$ cat src/sv/ped_pkg.sv
// ----------------------------------------------------------------------------
// ped_pkg: shared types and constants of the percent escape decoder
// Holds the decode phase encoding, status codes, the escape character and
// the hex digit conversion used by the decode core.
// ----------------------------------------------------------------------------
`default_nettype none

package ped_pkg;

  localparam logic [7:0] EscChar = 8'h25;

  // Status codes carried on the result stream.
  localparam logic [1:0] StOk      = 2'd0;
  localparam logic [1:0] StInvalid = 2'd1;
  localparam logic [1:0] StTrunc   = 2'd2;

  typedef enum logic [3:0] {
    PH_PASS = 4'b0001,
    PH_PCT  = 4'b0010,
    PH_DIG  = 4'b0100,
    PH_DROP = 4'b1000
  } phase_e;

  // One decoded result as seen by the output register.
  typedef struct packed {
    logic       emit;
    logic [7:0] data;
    logic [1:0] status;
    logic       last;
  } result_t;

  // Returns {valid, nibble}; the nibble is zero for a non-hex character.
  function automatic logic [4:0] hex_nibble(input logic [7:0] c);
    logic [4:0] r;
    r = 5'd0;
    if (c >= 8'h30 && c <= 8'h39) begin
      r = {1'b1, c[3:0]};
    end else if ((c >= 8'h41 && c <= 8'h46) || (c >= 8'h61 && c <= 8'h66)) begin
      // Letters A-F and a-f have low nibbles 1..6, so adding 9 gives 10..15.
      r = {1'b1, c[3:0] + 4'd9};
    end
    return r;
  endfunction

endpackage

`default_nettype wire

$ cat src/sv/percent_escape_decoder.sv
// ----------------------------------------------------------------------------
// percent_escape_decoder: streaming percent escape decoder
// Passes plain bytes through, turns '%' plus two hex digits into one byte and
// reports truncated or invalid escapes, dropping the rest of a failed string.
//
//   Channel  Dir  tdata            tuser        tlast
//   s_axis   in   [7:0] in_byte    -            in_last
//   m_axis   out  [7:0] out_byte   [1:0] status out_last
//
// One byte is accepted per cycle while the result register has room or the
// held byte makes no result; a result passes the input register, then the
// result register, before it is presented.
// The decode core updates its phase whenever a held byte is taken.
// Reset clears the phase to pass-through and empties both registers.
// A stalled result register holds back only bytes that produce a result.
// ----------------------------------------------------------------------------
`default_nettype none

module percent_escape_decoder (
  input  wire logic       clk_i,
  input  wire logic       rst_ni,
  input  wire logic       s_axis_tvalid,
  output logic            s_axis_tready,
  input  wire logic [7:0] s_axis_tdata,   // [7:0] in_byte
  input  wire logic       s_axis_tlast,
  output logic            m_axis_tvalid,
  input  wire logic       m_axis_tready,
  output logic [7:0]      m_axis_tdata,   // [7:0] out_byte
  output logic [1:0]      m_axis_tuser,   // [1:0] status
  output logic            m_axis_tlast
);
  import ped_pkg::*;

  logic       held_valid;
  logic [7:0] held_byte;
  logic       held_last;
  logic       take;
  logic       out_space;
  result_t    res;

  // A held byte moves on when it makes no result or the result register
  // has room for it.
  assign take = held_valid && (!res.emit || out_space);

  ped_in_stage u_in (
    .clk_i    (clk_i),
    .rst_ni   (rst_ni),
    .tvalid_i (s_axis_tvalid),
    .tready_o (s_axis_tready),
    .byte_i   (s_axis_tdata),
    .last_i   (s_axis_tlast),
    .take_i   (take),
    .valid_o  (held_valid),
    .byte_o   (held_byte),
    .last_o   (held_last)
  );

  ped_core u_core (
    .clk_i  (clk_i),
    .rst_ni (rst_ni),
    .byte_i (held_byte),
    .last_i (held_last),
    .take_i (take),
    .res_o  (res)
  );

  ped_out_stage u_out (
    .clk_i    (clk_i),
    .rst_ni   (rst_ni),
    .res_i    (res),
    .load_i   (take && res.emit),
    .space_o  (out_space),
    .tready_i (m_axis_tready),
    .tvalid_o (m_axis_tvalid),
    .data_o   (m_axis_tdata),
    .status_o (m_axis_tuser),
    .last_o   (m_axis_tlast)
  );

endmodule

`default_nettype wire

$ cat src/sv/ped_in_stage.sv
// ----------------------------------------------------------------------------
// ped_in_stage: input register of the percent escape decoder
// Captures one input transaction and holds it until the decode core takes it.
// ----------------------------------------------------------------------------
`default_nettype none

module ped_in_stage (
  input  wire logic       clk_i,
  input  wire logic       rst_ni,
  input  wire logic       tvalid_i,
  output logic            tready_o,
  input  wire logic [7:0] byte_i,
  input  wire logic       last_i,
  input  wire logic       take_i,
  output logic            valid_o,
  output logic [7:0]      byte_o,
  output logic            last_o
);

  logic       valid_q;
  logic [7:0] byte_q;
  logic       last_q;
  logic       load;

  // A new transaction may enter in the same cycle the held one is taken.
  assign tready_o = !valid_q || take_i;
  assign load     = tvalid_i && tready_o;

  always_ff @(posedge clk_i or negedge rst_ni) begin
    if (!rst_ni) begin
      valid_q <= 1'b0;
    end else if (load) begin
      valid_q <= 1'b1;
    end else if (take_i) begin
      valid_q <= 1'b0;
    end
  end

  always_ff @(posedge clk_i) begin
    if (load) begin
      byte_q <= byte_i;
      last_q <= last_i;
    end
  end

  assign valid_o = valid_q;
  assign byte_o  = byte_q;
  assign last_o  = last_q;

endmodule

`default_nettype wire

$ cat src/sv/ped_core.sv
// ----------------------------------------------------------------------------
// ped_core: decode phase tracking of the percent escape decoder
// Works out the result for the held byte from the current phase and steps
// the phase when the byte is taken.
// ----------------------------------------------------------------------------
`default_nettype none

module ped_core (
  input  wire logic           clk_i,
  input  wire logic           rst_ni,
  input  wire logic [7:0]     byte_i,
  input  wire logic           last_i,
  input  wire logic           take_i,
  output ped_pkg::result_t    res_o
);
  import ped_pkg::*;

  phase_e     phase_q, phase_d;
  logic [7:0] first_q, first_d;
  logic [4:0] hi, lo;
  result_t    res;

  assign hi = hex_nibble(first_q);
  assign lo = hex_nibble(byte_i);

  always_comb begin
    phase_d    = phase_q;
    first_d    = first_q;
    res.emit   = 1'b0;
    res.data   = 8'd0;
    res.status = StOk;
    res.last   = 1'b1;
    case (phase_q)
      PH_PASS: begin
        if (byte_i != EscChar) begin
          res.emit = 1'b1;
          res.data = byte_i;
          res.last = last_i;
        end else if (last_i) begin
          res.emit   = 1'b1;
          res.status = StTrunc;
        end else begin
          phase_d = PH_PCT;
        end
      end
      PH_PCT: begin
        first_d = byte_i;
        if (last_i) begin
          res.emit   = 1'b1;
          res.status = StTrunc;
          phase_d    = PH_PASS;
        end else begin
          phase_d = PH_DIG;
        end
      end
      PH_DIG: begin
        res.emit = 1'b1;
        if (hi[4] && lo[4]) begin
          res.data = {hi[3:0], lo[3:0]};
          res.last = last_i;
          phase_d  = PH_PASS;
        end else begin
          // An error closes the string; the rest of it is dropped.
          res.status = StInvalid;
          phase_d    = last_i ? PH_PASS : PH_DROP;
        end
      end
      PH_DROP: begin
        if (last_i) begin
          phase_d = PH_PASS;
        end
      end
      default: begin
        phase_d = PH_PASS;
      end
    endcase
  end

  always_ff @(posedge clk_i or negedge rst_ni) begin
    if (!rst_ni) begin
      phase_q <= PH_PASS;
      first_q <= 8'd0;
    end else if (take_i) begin
      phase_q <= phase_d;
      first_q <= first_d;
    end
  end

  assign res_o = res;

endmodule

`default_nettype wire

$ cat src/sv/ped_out_stage.sv
// ----------------------------------------------------------------------------
// ped_out_stage: result register of the percent escape decoder
// Holds one result transaction until the downstream side accepts it.
// ----------------------------------------------------------------------------
`default_nettype none

module ped_out_stage (
  input  wire logic             clk_i,
  input  wire logic             rst_ni,
  input  wire ped_pkg::result_t res_i,
  input  wire logic             load_i,
  output logic                  space_o,
  input  wire logic             tready_i,
  output logic                  tvalid_o,
  output logic [7:0]            data_o,
  output logic [1:0]            status_o,
  output logic                  last_o
);
  import ped_pkg::*;

  logic       valid_q;
  logic [7:0] data_q;
  logic [1:0] status_q;
  logic       last_q;

  assign space_o = !valid_q || tready_i;

  always_ff @(posedge clk_i or negedge rst_ni) begin
    if (!rst_ni) begin
      valid_q <= 1'b0;
    end else if (load_i) begin
      valid_q <= 1'b1;
    end else if (tready_i) begin
      valid_q <= 1'b0;
    end
  end

  always_ff @(posedge clk_i) begin
    if (load_i) begin
      data_q   <= res_i.data;
      status_q <= res_i.status;
      last_q   <= res_i.last;
    end
  end

  assign tvalid_o = valid_q;
  assign data_o   = data_q;
  assign status_o = status_q;
  assign last_o   = last_q;

endmodule

`default_nettype wire

$ cat config.mk
export PLATFORM = sky130hd
export DESIGN_NAME = percent_escape_decoder
export DESIGN_NICKNAME = d
export VERILOG_FILES = /design/src/sv/ped_pkg.sv /design/src/sv/percent_escape_decoder.sv /design/src/sv/ped_in_stage.sv /design/src/sv/ped_core.sv /design/src/sv/ped_out_stage.sv
export SDC_FILE = /design/constraint.sdc
export NUM_CORES = 1
export LEC_CHECK = 0
export BUFFER_PORTS_ARGS = -buffer_cell sky130_fd_sc_hd__buf_2
export CAP_MARGIN = 40
export CORE_ASPECT_RATIO = 1.2
export CORE_MARGIN = 1.5
export CORE_UTILIZATION = 30
export DETAILED_ROUTE_END_ITERATION = 8
export PLACE_DENSITY = 0.54
export SLEW_MARGIN = 40
export SYNTH_ARGS = -nofsm -noshare
export SYNTH_HDL_FRONTEND = slang
export SYNTH_SLANG_ARGS = --single-unit
export TNS_END_PERCENT = 10
$ cat constraint.sdc
create_clock -name clk_i -period 2.3 [get_ports clk_i]
set_input_delay 0.46 -clock clk_i [delete_from_list [all_inputs] [get_ports clk_i]]
set_output_delay 0.46 -clock clk_i [all_outputs]
set_load 0.02 [all_outputs]
Word level (Yosys, flattened, before mapping)

Index checks and enable logic that the tools add are counted.

Bits in registers: 34
Logic and storage cells: 81
Output and inout bits: 13

$lt $le $gt $ge: 12
Mux-type cells: 28
Equal/unequal tests: 8
$add $sub $neg: 2
Reductions and logical operators: 22

Operators by type and width:

| operator                                                                         | number |
|---|---|
| 8-bit by 7-bit >= comparator with 1-bit output, second input constant            | 4 |
| 8-bit by 7-bit less-or-equal comparator with 1-bit output, second input constant | 4 |
| 4-bit two-way mux                                                                | 5 |
| 5-bit two-way mux                                                                | 4 |
| 8-bit by 6-bit >= comparator with 1-bit output, second input constant            | 2 |
| 8-bit by 6-bit less-or-equal comparator with 1-bit output, second input constant | 2 |
| 8-bit two-way mux                                                                | 2 |
| 4-bit one-hot mux with 4 select lines                                            | 1 |
| 8-bit one-hot mux with 2 select lines                                            | 1 |
| 1-bit logical AND                                                                | 10 |
| 1-bit two-way mux                                                                | 9 |
| 4-bit adder, second input constant                                               | 2 |
| 8-bit by 6-bit != test with 1-bit output, second input constant                  | 1 |
| 2-bit != test, second input constant                                             | 3 |
| 2-bit one-hot mux with 3 select lines                                            | 1 |
| 1-bit logical OR                                                                 | 5 |
| 4-bit by 1-bit equality test with 1-bit output, second input constant            | 1 |
| 4-bit by 2-bit equality test with 1-bit output, second input constant            | 1 |
| 4-bit by 3-bit equality test with 1-bit output, second input constant            | 1 |
| 4-bit equality test, second input constant                                       | 1 |
| 2-bit two-way mux                                                                | 2 |
| 4-bit AND reduction                                                              | 1 |
| 2-bit nonzero test                                                               | 2 |
| 1-bit zero test                                                                  | 3 |
| other kinds (4)                                                                  | 4 |

Longest topological paths before layout

Depth after elaboration: 9
Gate-level depth with buffers: 8
Gate-level depth less buffers: 7

By module

From an unflattened synthesis, not the netlist that was laid out.

Cells, all modules: 148
Area, all modules: 1826.8 sq um

Modules (own cells, without submodules):

| module                 | area an instance (sq um) | cells each | times used | sequential area each (sq um) |
|---|---|---|---|---|
| ped_core               | 1106.1                   | 118        | 1          | 301.5 |
| ped_out_stage          | 377.9                    | 14         | 1          | 355.3 |
| ped_in_stage           | 324.1                    | 13         | 1          | 295.3 |
| percent_escape_decoder | 18.8                     | 3          | 1          | 0.0 |

Least setup slack after synthesis

Ideal clock, no wire load.

Path kind: reg2reg
From: register u_core.phase_q[0]
To: register u_out.data_q[0] (netlist: u_out.data_o[0]), enable pin
Cell stages (with the launch flop): 6
Arrival: 1915 ps
Slack: 6 ps
Path buffers: 1
Required time: 1922 ps
Cells stage by stage: dfstp_2 -> buf_2 -> nor4b_2 -> o31a_1 -> o21ai_0 -> nor2_1

Longest elaborated chain between the ends: 6
Elaborated cells between the ends (all ways): 8
Those cells by class: eq/ne: 3; mux: 1; reduce/logical: 4

Ends and longest elaborated chain:

| element                                                                      | RTL line                     | text |
|---|---|---|
| start, declared                                                              | ped_core.sv:18               | `phase_e phase_q, phase_d;` |
| start signal, assigned                                                       | ped_core.sv:84               | `phase_q <= phase_d;` |
| 4-bit by 3-bit equality test with 1-bit output, or another cell as far along | ped_core.sv:33               | `case (phase_q)` |
| 1-bit one-hot mux with 3 select lines *                                      | ped_core.sv:33               |  |
| 1-bit zero test                                                              | percent_escape_decoder.sv:43 | `assign take = held_valid && (!res.emit \|\| out_space);` |
| 1-bit logical OR                                                             | percent_escape_decoder.sv:43 |  |
| 1-bit logical AND                                                            | percent_escape_decoder.sv:43 |  |
| 1-bit logical AND *                                                          | percent_escape_decoder.sv:71 | `.load_i (take && res.emit),` |
| net u_out.load_i                                                             | ped_out_stage.sv:11          | `input wire logic load_i,` |
| end signal, assigned                                                         | ped_out_stage.sv:40          | `data_q <= res_i.data;` |
| end, declared                                                                | ped_out_stage.sv:22          | `logic [7:0] data_q;` |

The timed path passes the listed nets; every way through them passes the cells marked *.
A chain may end at the register's enable or synchronous reset.

Worst setup path in the final report

From: register u_in.byte_q[4] (netlist: u_in.byte_o[4])
To: output s_axis_tready

Longest elaborated chain between the ends: 7

Ends and longest elaborated chain:

| element                                  | RTL line                     | text |
|---|---|---|
| start, declared                          | ped_in_stage.sv:21           | `logic [7:0] byte_q;` |
| start signal, assigned                   | ped_in_stage.sv:41           | `byte_q <= byte_i;` |
| 8-bit by 6-bit != test with 1-bit output | ped_core.sv:35               | `if (byte_i != EscChar) begin` |
| 1-bit two-way mux                        | ped_core.sv:35               |  |
| 1-bit one-hot mux with 3 select lines    | ped_core.sv:33               |  |
| 1-bit zero test                          | percent_escape_decoder.sv:43 |  |
| 1-bit logical OR                         | percent_escape_decoder.sv:43 |  |
| 1-bit logical AND                        | percent_escape_decoder.sv:43 |  |
| 1-bit logical OR                         | ped_in_stage.sv:26           | `assign tready_o = !valid_q \|\| take_i;` |
| end, declared                            | percent_escape_decoder.sv:23 | `output logic s_axis_tready,` |

Every way passes these cells.

==> impl_metrics.json <==
{
  "yosysSeqAreaShare_pct": 54.2,
  "ant_nets": 0,
  "vdd_ir_drop_max_v": 0.000333,
  "dr.pass1.iters": 4,
  "ys_ff_latch": 34,
  "fin_area_mm2": 0.00229,
  "grt_max_degree": 15,
  "synth_fp_nets": 162,
  "leakage_nw": 0.957,
  "placed_cell_area_mm2": 0.00213,
  "antenna_found_initial": 0,
  "final_cell_mix": "buf_2 (24), buf_4 (24), edfxtp_1 (20)",
  "nets": 215,
  "rsz0062_at_grt": "true",
  "tightestPinTransition_ns": 0.704,
  "overflow": 0,
  "cts_root_buffer": "clkbuf_8",
  "die_area_mm2": 0.00633,
  "viasPerCell": 4.75,
  "path_class": "reg2out",
  "clock_sinks": 34,
  "grt_pass1_vias": 1370,
  "finalHoldViolCount": 0,
  "syn2layout_area_growth_pct": 30.5,
  "die_height_um": 86.8,
  "die_x_um": 72.9,
  "maxCapViolCount": 0,
  "period_share_pct": 99.8,
  "clock_path_buffers": 2,
  "numCtsBuffers": 5,
  "clk_pin_slew_ns": 0.07,
  "rows": 30,
  "p_total_mw": 2.56,
  "required_ns": 1.84,
  "dp.final_hpwl_um": 2940,
  "via_count": 1312,
  "end_kind": "output port",
  "hold_class": "in2async",
  "synth_edf_count": 20,
  "setup_violations": 0,
  "async_flop_share_pct": 41.2,
  "reg2reg_to": "u_out.data_o[2]",
  "globalplace.congestion": 0.906,
  "drc": 0,
  "fill_cells": 543,
  "r2r_start": "u_in.byte_o[0]",
  "core_mm2": 0.00567,
  "avgSynthCellArea_um2": 12.4,
  "grt.total_usage_pct": 13.3,
  "ys.flop_type": "edfxtp_1",
  "r2r_cells": 9,
  "syn_inst": 142,
  "cp-start-kind": "flip-flop",
  "numPortBuffers": 25,
  "outcome": "completed",
  "yosysWarnings": 0,
  "netlist_area_mm2": 0.00176,
  "wl_per_cell_um": 13.7,
  "antenna_cells": 0,
  "relSlewSlack_pct": 52.9,
  "p_per_area_mw_per_mm2": 1120,
  "fmax_mhz": 436,
  "skew_ns": 0.00250,
  "fin_crit_ns": 2.30,
  "final_max_slew_viol_count": 0,
  "clock_latency_ns": 0.29,
  "cp.arrival_ns": 1.84,
  "htree_levels": 2,
  "start_util_pct": 31.0,
  "cp_max_fo": 3,
  "drive_gt1_share_pct": 41.3,
  "grt_pass1_wl_um": 6270,
  "drt_iter0_markers": 99,
  "drt-total-wl_um": 3770,
  "r2r_slack_ns": 0.07,
  "cts_tree": "built",
  "synth.distinct_cells": 47,
  "ioPinCount": 26
}
## worst max-delay path by stage
stage                 startpoint               to  cells past startpoint
6_report          u_in.byte_o[4]    s_axis_tready                      5
3_3_place_gp      u_in.byte_o[4]    s_axis_tready                      6
5_1_grt           u_in.byte_o[4]    s_axis_tready                      5
2_1_floorplan  u_core.phase_q[0]  u_out.data_o[0]                      5
4_1_cts           u_in.byte_o[1]    s_axis_tready                      7
3_5_place_dp   u_core.phase_q[2]  u_out.data_o[0]                      4
## sequential cells by signal, summed over array words and instances (netlist names)
register / cells
u_core.first_q: 8
u_core.phase_q: 4
u_in.byte_o: 8
u_in.last_o: 1
u_in.valid_o: 1
u_out.data_o: 8
u_out.last_o: 1
u_out.status_o: 2
u_out.tvalid_o: 1
## power breakdown
| part | total, mW | internal, mW | switching (mW) |
|---|---|---|---|
| sequential | 1.02 | 0.880 | 0.136 |
| clock | 0.453 | 0.241 | 0.212 |
| combinational | 1.09 | 0.512 | 0.578 |
| total | 2.56 | 1.63 | 0.926 |
## per-layer routing
| layer | global-route usage, % | wire length (µm) | vias to the layer above |
|---|---|---|---|
| met5 | 0 | 0 | - |
| met4 | 9.61 | 178 | 0 |
| met3 | 3.26 | 149 | 15 |
| met2 | 23.1 | 1900 | 35 |
| met1 | 13.6 | 1540 | 628 |
| li1 | - | - | 634 |
## Yosys cell counts, types with 3 or more instances
library cell	number	area [µm²]
nor2_1	6	22.5
o21ai_0	12	60.1
nand2b_1	5	31.3
dfrtp_1	13	325
inv_1	5	18.8
nor3b_1	3	22.5
edfxtp_1	20	601
mux2_2	7	78.8
nand2_1	11	41.3
nor2b_1	5	31.3
xnor2_1	3	26.3
ha_1	7	87.6
## cells by family after synthesis
| family | Yosys count | synth area share [%] |
|---|---|---|
| AOI/OAI and AO/OA | 34 | 15.4 |
| xor gates and xnor gates | 4 | 1.99 |
| adders and majority gates | 7 | 4.99 |
| buffers and inverters | 9 | 2.14 |
| DFF | 34 | 54.2 |
| muxes | 9 | 5.91 |
| and+or+nand+nor | 45 | 15.4 |
## area by class of cell
type	count	area, µm²	share of cell area (%)
clock inverters	1	5.00	0.218
clock buffers	7	86.3	3.77
well taps	80	100	4.37
multi-input cells	99	798	34.8
inverters	5	18.8	0.819
flip-flops and latches	34	952	41.5
repair buffers	50	332	14.5
## through the flow
stage / worst slack, ns / hold slack [ns] / utilization (%) / instances / setup TNS [ns]
floorplan: 0.00643 / 0.164 / - / 142 / 0
global placement: 0.0876 / 0.379 / 37.6 / 264 / 0
detailed placement: 0.0950 / 0.381 / 37.6 / 264 / 0
CTS: 0.00591 / 0.0654 / 40.1 / 274 / 0
global route: -0.0819 / 0.0715 / 40.4 / 276 / -0.164
finish: 0.00435 / 0.0587 / 40.4 / 276 / 0
## repair_timing
item | 4_1_cts | 5_1_grt
hold buffers | 0 | 0
pin swaps | 2 | 3
resized for setup | 9 | 0
endpoints found under the setup margin | 1 | 3
setup buffers | 3 | 2
## critical path, stage by stage (launching register included)
cell and delay, ns:
edfxtp_1 0.38, or3_4 0.40, o31a_1 0.31, o21ai_2 0.17, nand2b_4 0.17, buf_6 0.11
Power figures use the tool's default switching activity.
